[config.mk]
export PLATFORM = sky130hd
export DESIGN_NAME = hts_cordic
export DESIGN_NICKNAME = d
export VERILOG_FILES = /design/src/rtl/haversine_track_speed_unit_assert.svh /design/src/rtl/hts_pkg.sv /design/src/rtl/hts_cordic.sv
export SDC_FILE = /design/constraint.sdc
export NUM_CORES = 1
export LEC_CHECK = 0
export BUFFER_PORTS_ARGS = -buffer_cell sky130_fd_sc_hd__buf_4
export CAP_MARGIN = 15
export CORE_UTILIZATION = 45
export CTS_CLUSTER_DIAMETER = 30
export DETAILED_ROUTE_END_ITERATION = 10
export PLACE_DENSITY_LB_ADDON = 0.25
export SYNTH_ARGS = -nofsm -noshare
export SYNTH_HDL_FRONTEND = slang
export SYNTH_SLANG_ARGS = --single-unit
[constraint.sdc]
create_clock -name clk -period 13.35 [get_ports clk]
set_input_delay 0.6675 -clock clk [delete_from_list [all_inputs] [get_ports clk]]
set_output_delay 0.6675 -clock clk [all_outputs]
set_load 0.02 [all_outputs]
[src/rtl/haversine_track_speed_unit_assert.svh]
// Assertion macros used by the top-level RTL; they compile away under SYNTHESIS.
`ifndef HAVERSINE_TRACK_SPEED_UNIT_ASSERT_SVH
`define HAVERSINE_TRACK_SPEED_UNIT_ASSERT_SVH
`ifndef SYNTHESIS
`define HTS_ASSERT_IMPL(label, ante, cons, msg) \
  label: assert property (@(posedge clk) disable iff (rst) (ante) |-> (cons)) \
    else $error(msg);
`define HTS_ASSERT_NEXT(label, ante, cons, msg) \
  label: assert property (@(posedge clk) disable iff (rst) (ante) |=> (cons)) \
    else $error(msg);
`else
`define HTS_ASSERT_IMPL(label, ante, cons, msg)
`define HTS_ASSERT_NEXT(label, ante, cons, msg)
`endif
`endif

[src/rtl/hts_pkg.sv]
package hts_pkg;

  localparam int DEF_CORDIC_ITERATIONS = 32;
  localparam int DEF_ANGLE_FRAC_BITS   = 20;

  // datapath word: Q30 values with headroom for CORDIC growth
  localparam int DP_W   = 34;
  localparam int PROD_W = 2 * DP_W;

  localparam int IN_DATA_W  = 80;
  localparam int OUT_DATA_W = 64;

  localparam logic signed [DP_W-1:0] CORDIC_INV_GAIN = 34'sd652032874;
  localparam logic signed [DP_W-1:0] DEG2RAD_Q32     = 34'sd74961321;
  localparam logic signed [DP_W-1:0] EARTH_RADIUS_M  = 34'sd6371000;
  localparam logic signed [DP_W-1:0] KMH_FACTOR      = 34'sd18;
  localparam logic signed [DP_W-1:0] DIST_MAX        = 34'sd33554431;

  typedef struct packed {
    logic start;
    logic vectoring;
  } cor_ctl_t;

  // atan(2^-i) in Q30, truncated
  function automatic logic [29:0] atan_q30(input logic [5:0] i);
    logic [29:0] v;
    v = '0;
    case (i)
      6'd0:  v = 30'd843314856;
      6'd1:  v = 30'd497837829;
      6'd2:  v = 30'd263043836;
      6'd3:  v = 30'd133525158;
      6'd4:  v = 30'd67021686;
      6'd5:  v = 30'd33543515;
      6'd6:  v = 30'd16775850;
      6'd7:  v = 30'd8388437;
      6'd8:  v = 30'd4194282;
      6'd9:  v = 30'd2097149;
      6'd10: v = 30'd1048575;
      6'd11: v = 30'd524287;
      6'd12: v = 30'd262143;
      6'd13: v = 30'd131071;
      6'd14: v = 30'd65535;
      6'd15: v = 30'd32767;
      default: begin
        if (i < 6'd30) v = (30'd1 << (6'd30 - i)) - 30'd1;
        else v = '0;
      end
    endcase
    return v;
  endfunction

  // shift right, round to nearest with halves away from zero
  function automatic logic signed [DP_W-1:0] rnd_shr(input logic signed [PROD_W-1:0] v,
                                                      input int unsigned s);
    logic [PROD_W-1:0] mag;
    logic [PROD_W-1:0] r;
    mag = v[PROD_W-1] ? PROD_W'(-v) : PROD_W'(v);
    r   = (mag + (PROD_W'(1) << (s - 1))) >> s;
    if (v[PROD_W-1]) r = ~r + PROD_W'(1);
    return signed'(r[DP_W-1:0]);
  endfunction

endpackage

[src/rtl/hts_cordic.sv]
module hts_cordic #(
  parameter int ITERATIONS = hts_pkg::DEF_CORDIC_ITERATIONS
) (
  input  logic                              clk,
  input  logic                              rst,
  input  hts_pkg::cor_ctl_t                 ctl,
  input  logic signed [hts_pkg::DP_W-1:0]   x_in,
  input  logic signed [hts_pkg::DP_W-1:0]   y_in,
  input  logic signed [hts_pkg::DP_W-1:0]   z_in,
  output logic                              done,
  output logic signed [hts_pkg::DP_W-1:0]   x_out,
  output logic signed [hts_pkg::DP_W-1:0]   y_out,
  output logic signed [hts_pkg::DP_W-1:0]   z_out
);
  import hts_pkg::*;

  localparam int IW = $clog2(ITERATIONS);

  logic [IW-1:0]           idx;
  logic                    busy;
  logic                    vec;
  logic                    up;
  logic signed [DP_W-1:0]  xs;
  logic signed [DP_W-1:0]  ys;
  logic signed [DP_W-1:0]  at;

  always_comb begin
    up = vec ? y_out[DP_W-1] : !z_out[DP_W-1];
    xs = x_out >>> idx;
    ys = y_out >>> idx;
    at = signed'(DP_W'(atan_q30(6'(idx))));
  end

  // pulse done the cycle after the last micro-rotation
  always_ff @(posedge clk) begin
    done <= !rst && busy && (idx == IW'(ITERATIONS - 1));
  end

  always_ff @(posedge clk) begin
    if (rst) begin
      busy <= 1'b0;
      idx  <= '0;
    end else if (ctl.start && !busy) begin
      busy  <= 1'b1;
      vec   <= ctl.vectoring;
      idx   <= '0;
      x_out <= x_in;
      y_out <= y_in;
      z_out <= z_in;
    end else if (busy) begin
      if (up) begin
        x_out <= x_out - ys;
        y_out <= y_out + xs;
        z_out <= z_out - at;
      end else begin
        x_out <= x_out + ys;
        y_out <= y_out - xs;
        z_out <= z_out + at;
      end
      if (idx == IW'(ITERATIONS - 1)) begin
        busy <= 1'b0;
      end else begin
        idx <= idx + 1'b1;
      end
    end
  end

endmodule

==> flow_metrics.py <==
metrics = {
    "synthesis": {
        "synthCells": 2077,
        "ys_types": 92,
        "syn_area_sq_mm": 0.0170,
        "synthesis.nets": 2296,
        "syn-mean-instance-area_sq_um": 8.19,
        "async_reset_ff_frac": 0,
        "ys_seq_elements": 110,
        "synth_warnings": 0,
        "synth_enable_flop_cells": 103,
        "synth_flop_cell": "edfxtp_1",
        "seq_area_frac_synth": 0.190,
    },
    "timing": {
        "drv_slew": 0,
        "hold_violations": 0,
        "setup_tns_ns": 0,
        "period_minus_slack_ns": 8.77,
        "relSlewSlack": 0.178,
        "rsz0062_at_grt": "no",
        "tightest_slew_ns": 1.22,
        "skew_ns": 0.0140,
        "fin_crit_sh": 0.657,
        "setup_slack_ns": 4.58,
        "fmax_mhz": 114,
        "setup_viol": 0,
    },
    "setup_path": {
        "worstPathRequired_ns": 13.48,
        "rr_worst_depth": 22,
        "cp_max_fo": 71,
        "rrSetupSlack_ns": 4.58,
        "startpoint_type": "flip-flop",
        "worstSetupPathType": "reg -> reg",
        "crit_end": "z_out[33]",
        "endpoint_kind": "flip-flop",
        "r2r_start": "idx[1]",
        "r2r_end": "z_out[33]",
        "critPathLaunch": "idx[1]",
        "arrival_ns": 8.90,
    },
    "placed_design": {
        "gp_congestion": 1.00,
        "dp_slack_ns": 4.94,
        "hpwl_mm": 51.7,
        "dpl_cell_area_sq_mm": 0.0190,
        "io_buffers": 208,
    },
    "floorplan": {
        "core_sq_mm": 0.0369,
        "ios": 209,
        "die_width_microns": 196,
        "std_cell_rows": 70,
        "start_util": 0.461,
        "die_h_microns": 196,
        "dieArea_sq_mm": 0.0386,
    },
    "route": {
        "antenna_left": 0,
        "drc": 0,
        "drt-total-wl_mm": 67.5,
        "wl_per_cell_microns": 24.8,
        "vias": 17600,
        "viasPerCell": 6.49,
        "drt-pass1-iter-count": 6,
        "drtIter0Drc": 1723,
    },
    "clocking": {
        "htreeDepth": 3,
        "cts_max_path_buffers": 2,
        "cts_root_buf": "clkbuf_16",
        "cts_inserted_buffers": 9,
        "path_clk_slew_ns": 0.09,
        "cts_tree": "yes",
        "clock_latency_ns": 0.40,
        "clock-sinks": 110,
        "cts_setup_buffers": 0,
        "post_cts_resized": 0,
        "ctsHoldBuffers": 0,
    },
    "global_routing": {
        "grt_overflow_total": 0,
        "met3_usage": 0.0625,
        "grtUsageMet2": 0.503,
        "groute.usage.overall": 0.345,
        "grt_pass1_vias": 16600,
        "grt_max_degree": 72,
        "antenna_found_initial": 0,
        "top_usage_layer": "met1",
        "grt_util_met1": 0.511,
        "grt_pass1_wl_mm": 101,
    },
    "finish": {
        "final_cell_mix": "242 x nand2_1, 236 x buf_4, 184 x nor2_1, 166 x a21oi_1, 152 x o21ai_0",
        "nets": 2427,
        "diodes": 0,
        "drive_above_1_share": 0.189,
        "num-fill-cells": 3570,
        "design_area_sq_mm": 0.0193,
        "syn2layout_area_growth_pct": 13.3,
        "final_common_cell": "nand2_1",
        "utilization": 0.523,
    },
    "worst_hold_path": {
        "worstHoldPathType": "in -> reg",
        "min_from": "ctl[0]",
    },
    "status": {
        "status": "finished clean",
    },
    "flow_run": {
        "maxCapViolCount": 0,
    },
}
[cell families after synthesis]
group	Yosys count	synth area share
AOI/OAI and AO/OA	655	0.251
adders and majority gates	113	0.0844
and+or+nand+nor	674	0.186
DFF	110	0.190
muxes	190	0.159
buffers and inverters	165	0.0406
xor gates and xnor gates	170	0.0891
[critical path: stages, from the launching register on]
cell and delay [ns]:
dfxtp_4 0.84, buf_4 0.79, ha_1 0.75, nor2_1 0.23, or3_1 0.34, o21ai_0 0.22, nor2b_1 0.29, a221oi_1 0.63
ha_1 0.29, a21oi_1 0.07, buf_4 0.23, xnor2_1 0.15, ha_1 0.35, a21oi_1 0.49, o211ai_1 0.18, a311oi_1 0.71
or4b_2 0.32, a31oi_1 0.12, o2111a_1 0.25, a2111oi_0 0.62, a21oi_1 0.19, xnor2_1 0.21, a21oi_1 0.08
[cell type report]
cell class	instances	area [sq um]	share of cell area
clock buffers	12	258	0.0134
clock inverters	4	36.3	0.00188
inverters	49	184	0.00954
multi-input cells	1802	13100	0.682
flip-flops and latches	110	3250	0.168
well taps	504	631	0.0327
repair buffers	236	1770	0.0919
[Yosys cell counts (28+ instances only)]
cell | number | area (sq um)
xnor2_1 | 88 | 771
buf_2 | 30 | 150
o21ai_0 | 152 | 761
nand3_1 | 35 | 175
mux2i_1 | 67 | 671
nand2b_1 | 31 | 194
a21o_1 | 35 | 263
xor2_1 | 80 | 701
mux4_2 | 58 | 1310
mux2_2 | 65 | 732
a21oi_1 | 166 | 831
nand2_1 | 242 | 908
nor2_1 | 186 | 698
nor2b_1 | 29 | 181
ha_1 | 110 | 1380
edfxtp_1 | 103 | 3090
nor3_1 | 39 | 195
inv_1 | 48 | 180
clkbuf_1 | 69 | 259
o21a_1 | 28 | 210
[layer usage]
metal,part of all wire,up-vias
li1,-,8121
met1,0.47,8614
met2,0.42,822
met3,0.084,79
met4,0.024,0
met5,0,-
[worst min-delay path by stage]
stage / end / slack [ns] / depth (start not counted)
global placement: done / 0.59 / 2
detailed placement: done / 0.60 / 2
finish: vec / 0.46 / 1
CTS: vec / 0.45 / 1
floorplan: done / 0.45 / 2
global route: vec / 0.47 / 1
[state kept, by name, summed over array words and instances, names as in the netlist]
signal,count
busy,1
done,1
idx,5
vec,1
x_out,34
y_out,34
z_out,34
[per-stage QoR]
step,hold slack [ns],instances
detailed placement,0.602,2701
finish,0.465,2717
floorplan,0.454,2077
global placement,0.594,2701
CTS,0.452,2717
global route,0.467,2717
Power is left out: the tool's default activity adds up to more than one toggle a clock period on the data nets, which glitch-free logic cannot reach.
